[src/rtl/sws_pkg.sv]
// ----------------------------------------------------------------------------
// sws_pkg: shared types and codes of the stop-and-wait sender
// Transaction layouts, configuration register set and the field codes.
// ----------------------------------------------------------------------------
`default_nettype none

package sws_pkg;

    // configuration port geometry
    localparam int unsigned CFG_INDEX_W = 2;
    localparam int unsigned CFG_DATA_W  = 24;

    // register indexes
    localparam logic [CFG_INDEX_W-1:0] REG_RELIABLE_MODE = 2'd0;
    localparam logic [CFG_INDEX_W-1:0] REG_LOCAL_PORT    = 2'd1;
    localparam logic [CFG_INDEX_W-1:0] REG_TIMEOUT_TICKS = 2'd2;
    localparam logic [CFG_INDEX_W-1:0] REG_MAX_ATTEMPTS  = 2'd3;

    // register reset values
    localparam logic        RESET_RELIABLE_MODE = 1'b1;
    localparam logic [15:0] RESET_LOCAL_PORT    = 16'd0;
    localparam logic [23:0] RESET_TIMEOUT_TICKS = 24'd1000;
    localparam logic [7:0]  RESET_MAX_ATTEMPTS  = 8'd3;

    // event codes
    localparam logic [1:0] MODE_SEND    = 2'd0;
    localparam logic [1:0] MODE_SEGMENT = 2'd1;
    localparam logic [1:0] MODE_TICK    = 2'd2;
    localparam logic [1:0] MODE_LINK    = 2'd3;

    // result kinds
    localparam logic KIND_TRANSMIT = 1'b0;
    localparam logic KIND_DONE     = 1'b1;

    // job status codes
    localparam logic [1:0] ST_SUCCESS   = 2'd0;
    localparam logic [1:0] ST_RETRIES   = 2'd1;
    localparam logic [1:0] ST_TOO_LARGE = 2'd2;
    localparam logic [1:0] ST_LINK_FAIL = 2'd3;

    typedef struct packed {
        logic [1:0]  mode;
        logic [31:0] seq_number;
        logic [15:0] payload_len;
        logic [15:0] seg_dest_port;
        logic        seg_is_ack;
        logic [31:0] seg_ack_number;
        logic        seg_well_formed;
        logic        link_ok;
    } sws_in_t;

    typedef struct packed {
        logic        kind;
        logic [31:0] out_seq;
        logic [7:0]  attempt_number;
        logic [1:0]  status;
    } sws_out_t;

    typedef struct packed {
        logic        reliable_mode;
        logic [15:0] local_port;
        logic [23:0] timeout_ticks;
        logic [7:0]  max_attempts;
    } sws_cfg_t;

endpackage

`default_nettype wire

[src/rtl/sws_core.sv]
// ----------------------------------------------------------------------------
// sws_core: event processor of the stop-and-wait sender
// Holds job state and turns one event per go cycle into zero or one result.
// ----------------------------------------------------------------------------
`default_nettype none

module sws_core
    import sws_pkg::*;
#(
    parameter int unsigned MAX_PAYLOAD = 1024
)
(
    input  wire logic     clk,
    input  wire logic     rst_n,
    input  wire logic     go,
    input  wire sws_in_t  item,
    input  wire sws_cfg_t cfg,
    output logic          res_valid,
    output sws_out_t      res
);

    localparam logic [1:0] PH_IDLE = 2'd0;
    localparam logic [1:0] PH_LINK = 2'd1;
    localparam logic [1:0] PH_ACK  = 2'd2;

    logic [1:0]  phase_reg, phase_next;
    logic [31:0] seq_reg, seq_next;
    logic [7:0]  attempt_reg, attempt_next;
    logic [23:0] timer_reg, timer_next;

    logic        do_retry;
    logic        do_finish;
    logic [1:0]  fin_status;
    logic        give_up;

    assign give_up = (attempt_reg >= cfg.max_attempts) || (attempt_reg == 8'hFF);

    always_comb
    begin
        phase_next   = phase_reg;
        seq_next     = seq_reg;
        attempt_next = attempt_reg;
        timer_next   = timer_reg;
        do_retry     = 1'b0;
        do_finish    = 1'b0;
        fin_status   = ST_SUCCESS;
        res_valid    = 1'b0;
        res.kind           = KIND_TRANSMIT;
        res.out_seq        = seq_reg;
        res.attempt_number = attempt_reg;
        res.status         = ST_SUCCESS;

        case (item.mode)
            MODE_SEND:
            begin
                if (phase_reg == PH_IDLE)
                begin
                    res_valid   = 1'b1;
                    res.out_seq = item.seq_number;
                    if (item.payload_len > 16'(MAX_PAYLOAD))
                    begin
                        // reject at once, job state untouched
                        res.kind           = KIND_DONE;
                        res.attempt_number = 8'd0;
                        res.status         = ST_TOO_LARGE;
                    end
                    else
                    begin
                        seq_next           = item.seq_number;
                        attempt_next       = 8'd1;
                        phase_next         = PH_LINK;
                        res.attempt_number = 8'd1;
                    end
                end
            end
            MODE_SEGMENT:
            begin
                if (phase_reg == PH_ACK)
                begin
                    if (!item.seg_well_formed || item.seg_dest_port != cfg.local_port)
                        do_retry = 1'b1;
                    else if (item.seg_is_ack && item.seg_ack_number == seq_reg)
                        do_finish = 1'b1;
                end
            end
            MODE_TICK:
            begin
                if (phase_reg == PH_ACK)
                begin
                    if (timer_reg <= 24'd1)
                    begin
                        timer_next = 24'd0;
                        do_retry   = 1'b1;
                    end
                    else
                        timer_next = timer_reg - 24'd1;
                end
            end
            MODE_LINK:
            begin
                if (phase_reg == PH_LINK)
                begin
                    if (!cfg.reliable_mode)
                    begin
                        do_finish  = 1'b1;
                        fin_status = item.link_ok ? ST_SUCCESS : ST_LINK_FAIL;
                    end
                    else if (!item.link_ok)
                        do_retry = 1'b1;
                    else
                    begin
                        timer_next = cfg.timeout_ticks;
                        if (cfg.timeout_ticks == 24'd0)
                            do_retry = 1'b1;
                        else
                            phase_next = PH_ACK;
                    end
                end
            end
            default:
            begin
                phase_next = phase_reg;
            end
        endcase

        if (do_finish)
        begin
            phase_next = PH_IDLE;
            res_valid  = 1'b1;
            res.kind   = KIND_DONE;
            res.status = fin_status;
        end

        if (do_retry)
        begin
            res_valid = 1'b1;
            if (give_up)
            begin
                phase_next = PH_IDLE;
                res.kind   = KIND_DONE;
                res.status = ST_RETRIES;
            end
            else
            begin
                attempt_next       = attempt_reg + 8'd1;
                phase_next         = PH_LINK;
                res.attempt_number = attempt_reg + 8'd1;
            end
        end
    end

    always_ff @(posedge clk or negedge rst_n)
    begin
        if (!rst_n)
        begin
            phase_reg   <= PH_IDLE;
            seq_reg     <= '0;
            attempt_reg <= '0;
            timer_reg   <= '0;
        end
        else if (go)
        begin
            phase_reg   <= phase_next;
            seq_reg     <= seq_next;
            attempt_reg <= attempt_next;
            timer_reg   <= timer_next;
        end
    end

    // a transmit request always carries a live attempt and no error
    a_tx_fields: assert property (@(posedge clk) disable iff (!rst_n)
        (res_valid && res.kind == KIND_TRANSMIT) |->
            (res.status == ST_SUCCESS && res.attempt_number != 8'd0))
        else $error("transmit request with bad attempt or status");

    // every transmit leaves the core waiting for a link report
    a_tx_to_link: assert property (@(posedge clk) disable iff (!rst_n)
        (go && res_valid && res.kind == KIND_TRANSMIT) |=> (phase_reg == PH_LINK))
        else $error("transmit issued without entering link wait");

    // a finished job leaves the core idle
    a_done_idle: assert property (@(posedge clk) disable iff (!rst_n)
        (go && res_valid && res.kind == KIND_DONE) |=> (phase_reg == PH_IDLE))
        else $error("job finished but core still busy");

    // a busy core always has at least one attempt on record
    a_busy_attempt: assert property (@(posedge clk) disable iff (!rst_n)
        (phase_reg != PH_IDLE) |-> (attempt_reg != 8'd0))
        else $error("busy with zero attempt count");

endmodule

`default_nettype wire

[src/rtl/stop_and_wait_sender.sv]
// ----------------------------------------------------------------------------
// stop_and_wait_sender: control core of a stop-and-wait ARQ sender
//
// Events arrive on the in channel (valid/ready, payload in_data): a send
// request, an arrived segment, a timer tick or a link report. Each event
// yields zero or one result on the out channel (valid/ready, payload
// out_data): a transmit request or a job-finished notice with its status.
// Configuration registers are written through cfg_write_en/cfg_index/
// cfg_data, with no wait; write them only while the core is idle.
//
// An accepted event waits in the event register until the output slot is
// free or draining; then the core processes it and registers any result.
// Throughput without stalls: one event per cycle, set by the single event
// register ahead of the state update, the single result register behind it.
// Reset clears the job state to idle, drops both registers and loads the
// configuration defaults. When the receiver stalls, the result is held in
// the output register; one more event may be buffered in the input
// register, after which in_ready drops until out_ready frees the output.
// ----------------------------------------------------------------------------
`default_nettype none

module stop_and_wait_sender
    import sws_pkg::*;
#(
    parameter int unsigned MAX_PAYLOAD = 1024
)
(
    input  wire logic                   clk,
    input  wire logic                   rst_n,
    input  wire logic                   in_valid,
    output logic                        in_ready,
    input  wire sws_in_t                in_data,
    output logic                        out_valid,
    input  wire logic                   out_ready,
    output sws_out_t                    out_data,
    input  wire logic                   cfg_write_en,
    input  wire logic [CFG_INDEX_W-1:0] cfg_index,
    input  wire logic [CFG_DATA_W-1:0]  cfg_data
);

    sws_in_t  in_item_reg;
    logic     in_vld_reg;
    sws_out_t out_item_reg;
    logic     out_vld_reg;
    sws_cfg_t cfg_reg;

    logic     stage_go;
    logic     res_valid;
    sws_out_t res;

    // process the held event when the output slot is free or draining
    assign stage_go = in_vld_reg && (!out_vld_reg || out_ready);
    assign in_ready = !in_vld_reg || stage_go;

    always_ff @(posedge clk or negedge rst_n)
    begin
        if (!rst_n)
            in_vld_reg <= 1'b0;
        else if (in_ready)
            in_vld_reg <= in_valid;
    end

    always_ff @(posedge clk)
    begin
        if (in_valid && in_ready)
            in_item_reg <= in_data;
    end

    always_ff @(posedge clk or negedge rst_n)
    begin
        if (!rst_n)
            out_vld_reg <= 1'b0;
        else if (stage_go && res_valid)
            out_vld_reg <= 1'b1;
        else if (out_ready)
            out_vld_reg <= 1'b0;
    end

    always_ff @(posedge clk)
    begin
        if (stage_go && res_valid)
            out_item_reg <= res;
    end

    always_ff @(posedge clk or negedge rst_n)
    begin
        if (!rst_n)
        begin
            cfg_reg.reliable_mode <= RESET_RELIABLE_MODE;
            cfg_reg.local_port    <= RESET_LOCAL_PORT;
            cfg_reg.timeout_ticks <= RESET_TIMEOUT_TICKS;
            cfg_reg.max_attempts  <= RESET_MAX_ATTEMPTS;
        end
        else if (cfg_write_en)
        begin
            case (cfg_index)
                REG_RELIABLE_MODE: cfg_reg.reliable_mode <= cfg_data[0];
                REG_LOCAL_PORT:    cfg_reg.local_port    <= cfg_data[15:0];
                REG_TIMEOUT_TICKS: cfg_reg.timeout_ticks <= cfg_data[23:0];
                REG_MAX_ATTEMPTS:  cfg_reg.max_attempts  <= cfg_data[7:0];
                default:           cfg_reg.reliable_mode <= cfg_reg.reliable_mode;
            endcase
        end
    end

    sws_core #(
        .MAX_PAYLOAD (MAX_PAYLOAD)
    ) u_core (
        .clk       (clk),
        .rst_n     (rst_n),
        .go        (stage_go),
        .item      (in_item_reg),
        .cfg       (cfg_reg),
        .res_valid (res_valid),
        .res       (res)
    );

    assign out_valid = out_vld_reg;
    assign out_data  = out_item_reg;

    // backpressure only while an event is buffered and cannot move on
    a_ready_cause: assert property (@(posedge clk) disable iff (!rst_n)
        !in_ready |-> (in_vld_reg && out_vld_reg && !out_ready))
        else $error("input stalled without a blocked result");

    // a stalled result is never overwritten by a new one
    a_no_overwrite: assert property (@(posedge clk) disable iff (!rst_n)
        (out_vld_reg && !out_ready) |-> !stage_go)
        else $error("event processed while result stalled");

    // an accepted event is processed no later than when the output frees
    a_event_moves: assert property (@(posedge clk) disable iff (!rst_n)
        (in_vld_reg && !out_vld_reg) |-> stage_go)
        else $error("held event not processed with free output");

endmodule

`default_nettype wire

[config.mk]
export PLATFORM = sky130hd
export DESIGN_NAME = stop_and_wait_sender
export DESIGN_NICKNAME = d
export VERILOG_FILES = /design/src/rtl/sws_pkg.sv /design/src/rtl/sws_core.sv /design/src/rtl/stop_and_wait_sender.sv
export SDC_FILE = /design/constraint.sdc
export NUM_CORES = 1
export LEC_CHECK = 0
export BUFFER_PORTS_ARGS = -buffer_cell sky130_fd_sc_hd__buf_2
export CORE_MARGIN = 2
export CORE_UTILIZATION = 61
export CTS_CLUSTER_SIZE = 12
export DETAILED_ROUTE_END_ITERATION = 12
export PLACE_DENSITY = 0.86
export SLEW_MARGIN = 30
export SYNTH_ARGS = -nofsm -noshare
export SYNTH_HDL_FRONTEND = slang
export SYNTH_SLANG_ARGS = --single-unit
[constraint.sdc]
create_clock -name clk -period 9.2 [get_ports clk]
set_input_delay 0.46 -clock clk [delete_from_list [all_inputs] [get_ports clk]]
set_output_delay 0.46 -clock clk [all_outputs]
set_load 0.05 [all_outputs]
# Word-level counts from Yosys, hierarchy flattened
# Index checks and enable logic that the tools add are counted.
op_classes:
  n_addsub: 2
  mul: 0
  n_div: 0
  order_cmp: 3
  eq_ne: 21
  shifts: 0
  mux: 58
  n_bitwise: 1
  n_reduce_logical: 25
op_table:
  columns: ["op", "count"]
  rows:
  - ["two-way mux 24 bit", 5]
  - ["two-way mux 43 bit", 2]
  - ["two-way mux 8 bit", 6]
  - ["case mux 24 bit (2 select lines)", 1]
  - ["== test 32 bit", 1]
  - ["two-way mux 2 bit", 15]
  - ["two-way mux 1 bit", 25]
  - ["<= comparator 24 x 1 -> 1 bit, second input constant", 1]
  - ["zero test 24 bit", 1]
  - ["subtractor 24 x 1 -> 24 bit, second input constant", 1]
  - ["greater-than comparator 16 x 11 -> 1 bit, second input constant", 1]
  - ["inequality test 16 bit", 1]
  - ["inequality test 4 x 2 -> 1 bit, second input constant", 4]
  - ["== test 2 bit, second input constant", 5]
  - ["two-way mux 10 bit", 1]
  - ["adder 8 x 1 -> 8 bit, second input constant", 1]
  - ["== test 8 bit, second input constant", 1]
  - [">= comparator 8 bit", 1]
  - ["inequality test 4 x 1 -> 1 bit, second input constant", 2]
  - ["AND reduction 2 bit", 4]
  - ["AND reduction 8 bit", 1]
  - ["== test 2 x 1 -> 1 bit, second input constant", 3]
  - ["zero test 2 bit", 3]
  - ["AND reduction 6 bit", 1]
  - ["other kinds (12)", 23]
word_totals:
  reg_bits: 261
  latchBits: 0
  ramBits: 0
  mem_bits_ro: 0
  in_bits: 132
  output_inout_bits: 45
  wordCells: 132
  n_memories: 0

# Logic depth before layout (Yosys ltp)
logic_depth:
  depth_word: 10
  mapped_depth: 10
  depth_no_buf: 9

# Modules after synthesis
# From an unflattened synthesis, not the netlist that was laid out.
unflattened:
  hier_cells: 856
  area_unflattened_um2: 11300.8
modules_own_cells:
  columns: ["mod", "n_inst", "cells_each", "area_each_um2", "seq_area_each_um2"]
  rows:
  - ["stop_and_wait_sender", 1, 259, 6413.7, 5611.6]
  - ["sws_core", 1, 597, 4887.2, 1651.6]

# Least setup slack after synthesis
# Ideal clock, no wire load.
synth_timing:
  path_type: "register to register"
  startpoint: "reg u_core.timer_reg[6]"
  endpoint: "reg out_item_reg, in the netlist out_data[0], enable pin"
  setup_time_ns: 0.458
  arrival_time_ns: 4.064
  required_ns: 8.742
  path_slack_ns: 4.678
  path_stages_with_launch: 9
  n_path_buf: 1
  period_less_slack_ns: 4.522
  path_cell_list: "dfrtp_1 buf_6 or4_4 nor4_4 a21oi_1 a311oi_2 nor2_2 and2_4 a21oi_1"
synth_via:
  elab_chain_len: 6
synth_rtl:
  columns: ["item", "line_no", "source"]
  rows:
  - ["from (decl)", "sws_core.sv:29", "logic [23:0] timer_reg, timer_next;"]
  - ["from (signal assigned)", "sws_core.sv:166", "timer_reg <= timer_next;"]
  - ["<= comparator 24 x 1 -> 1 bit", "sws_core.sv:90", "if (timer_reg <= 24'd1)"]
  - ["two-way mux 1 bit", "sws_core.sv:90", null]
  - ["two-way mux 1 bit", "sws_core.sv:88", "if (phase_reg == PH_ACK)"]
  - ["case mux 1 bit (3 select lines)", "sws_core.sv:53", "case (item.mode)"]
  - ["two-way mux 1 bit", "sws_core.sv:134", "if (do_retry)"]
  - ["logical AND 1 bit", "stop_and_wait_sender.sv:81", "if (stage_go && res_valid)"]
  - ["to (signal assigned)", "stop_and_wait_sender.sv:82", "out_item_reg <= res;"]
  - ["to (decl)", "stop_and_wait_sender.sv:43", "sws_out_t out_item_reg;"]
# Every way passes these cells.
# A chain may end at the register's enable or synchronous reset.

# Final worst setup path
layout_timing:
  startpoint: "reg u_core.timer_reg[6]"
  endpoint: "reg out_item_reg, in the netlist out_data[29], enable pin"
# The elaborated chain is that of the path after synthesis.

==> results.json <==
{
  "clk_pin_slew_ns": 0.06,
  "max_freq_mhz": 293,
  "worstMarginPinSlew_ns": 0.915,
  "cts_buffer_depth": 3,
  "grt.total_usage": 0.268,
  "post_drt_wl_per_cell_um": 20.4,
  "wl_mm": 26.4,
  "drtIter0Drc": 817,
  "globalplace.congestion": 0.891,
  "synth_cell_types": 57,
  "maxCapViolCount": 0,
  "avgSynthCellArea_um2": 13.0,
  "status": "completed",
  "finalSetupViolations": 0,
  "clkPwrFrac": 0.345,
  "final_cell_mix": "buf_2 (175), edfxtp_1 (144), nand2_1 (118)",
  "wl_met1_mm": 10.6,
  "arrival_ns": 3.60,
  "slew_viol_final": 0,
  "seq_power_share": 0.509,
  "antenna_left": 0,
  "crit_path_start_kind": "register",
  "final-hold-violation-count": 0,
  "antenna_found_initial": 3,
  "async_flop_share": 0.448,
  "synth_seq_area_share": 0.653,
  "viasPerCell": 5.93,
  "peakVddDrop_uv": 187,
  "total_power_mw": 2.94,
  "drc": 0,
  "place_worst_setup_slack_ns": 5.85,
  "worst_slack_ns": 5.79,
  "io_pins": 177,
  "port_buffers": 176,
  "switching_power_uw": 814,
  "nNetsFinal": 1192,
  "wl_met3_mm": 1.96,
  "final_cells": 1297,
  "final_common_cell": "buf_2",
  "synthFlopType": "edfxtp_1",
  "worst-path-max-fanout": 30,
  "die-area_um2": 19300,
  "core.rowCount": 49,
  "htree_num_levels": 1,
  "core-area_um2": 17900,
  "p_comb_frac": 0.146,
  "grt_overflow_total": 0,
  "clock_sinks": 261,
  "largest_reg_flops": 101,
  "placedCellCount": 1243,
  "initial_core_util": 0.622,
  "slew-limit-headroom": 0.382,
  "cts_tree": "built",
  "synth_edf_count": 144,
  "p_leak_nw": 5.42,
  "ctsHoldBuffers": 1,
  "endpoint_kind": "register",
  "drive_above_1_share": 0.308,
  "p_per_area_nw_per_um2": 225,
  "syn_area_um2": 11100,
  "area_growth_pct": 17.6,
  "dp_hpwl_mm": 17.4,
  "finalSetupTns_ns": 0,
  "min_path_type": "in2reg",
  "swShare": 0.277,
  "crit_chain": "or4_4 -> nor4_4 -> a21oi_1 -> a311oi_2 -> nor2_2 -> and2_4 -> a21oi_4 -> buf_4",
  "top_layer": "met4",
  "grt_max_degree": 84,
  "crit_family": "simple AND/OR/NAND/NOR gates",
  "stdcell_area_um2": 13100,
  "synth_warnings": 0,
  "vias": 7693,
  "grt_pass1_vias": 7817,
  "slowest_stage": "or4_4",
  "post_cts_buffers": 0,
  "synth_seq_cells": 261,
  "syn_inst": 858,
  "drtPass1Iterations": 6,
  "fin_crit_sh": 0.370,
  "p_int_mw": 2.13,
  "die_h_um": 139,
  "whs_ns": 0.0861,
  "grt_pass1_wl_mm": 40.8,
  "fp.dieW_um": 139,
  "cts_buffers": 27,
  "synth_nets": 1006,
  "finClkSkew_ns": 0.00975,
  "cts_root_buf": "clkbuf_16",
  "required_ns": 9.39,
  "slowest_delay_ns": 0.61,
  "criticalPathCategory": "reg2reg",
  "fin_crit_ns": 3.41,
  "dr_wl_met2_mm": 12.8,
  "rsz0062_at_grt": "no",
  "final_util": 0.731,
  "clock_latency_ns": 0.55,
  "ctsResizeCount": 0,
  "critPathBufInv": 1,
  "place_area_um2": 12300
}
[cell families after synthesis]
group	synth area share
AND/OR/NAND/NOR	0.116
adder cells (fa/ha/maj)	0.0180
flip-flops	0.653
AO/OA/AOI/OAI	0.0742
buffers and inverters	0.0191
multiplexers	0.0819
XOR/XNOR	0.0378
[synthesized netlist by cell type, drive strengths merged, types with 2 or more instances]
library cell,instances,area [um2]
and2,4,27.5
xor2,6,52.6
a21oi,29,145
a31oi,4,25.0
o2bb2ai,7,61.3
mux2,80,901
o21ai,54,278
o21a,2,16.3
nand4,14,87.6
a32oi,4,35.0
and3,4,25.0
dfrtp,108,2700
nand3,13,65.1
nand2,118,443
nor2,44,173
o41ai,2,17.5
clkbuf,20,75.1
a22o,2,17.5
or2,4,25.0
or4,7,60.1
dfstp,9,236
nor3,27,135
a22oi,12,90.1
a221oi,2,17.5
edfxtp,144,4320
nor4,17,121
xnor2,42,368
buf,8,51.3
ha,16,200
o22ai,2,12.5
nor3b,2,15.0
nand3b,3,22.5
nor2b,6,37.5
nand2b,3,18.8
inv,23,86.3
a221o,3,30.0
[cell type report]
cell class,count,area (um2)
Timing Repair Buffer,185,965
Sequential cell,261,7260
Clock buffer,42,732
Inverter,23,86.3
Clock inverter,8,78.8
Multi-Input combinational cell,546,3670
Fill cell,1099,4810
Tap cell,229,287
Antenna cell,3,7.51
[power by group through the flow]
stage	Sequential (mW)	Clock (mW)	Combinational [mW]
after detailed placement	1.51	0	0.419
after global routing	1.51	1.07	0.465
after CTS	1.49	1.02	0.426
final	1.50	1.02	0.429
after floorplan	1.55	0	0.230
after global placement	1.50	0	0.406
[metal layers]
| metal | up-vias | global-route usage |
|---|---|---|
| met1 | 3727 | 0.354 |
| met4 | 0 | 0.117 |
| li1 | 3503 | - |
| met3 | 82 | 0.0518 |
| met2 | 381 | 0.438 |
| met5 | - | 0 |
[path summary, 6_finish.rpt]
kind | startpoint | to | slack (ns) | cells after the start
max in group asynchronous | rst_n | cfg_reg[29] | 7.62 | 3
worst min-delay path | in_data[11] | in_item_reg[11] | 0.09 | 1
worst max register to register | u_core.timer_reg[6] | out_data[29] | 5.79 | 8
worst max-delay path | u_core.timer_reg[6] | out_data[29] | 5.79 | 8
min in group asynchronous | rst_n | u_core.seq_reg[22] | 0.51 | 2
worst min register to register | u_core.timer_reg[23] | u_core.timer_reg[23] | 0.50 | 1
No activity file was read; power rests on OpenSTA's default activity.
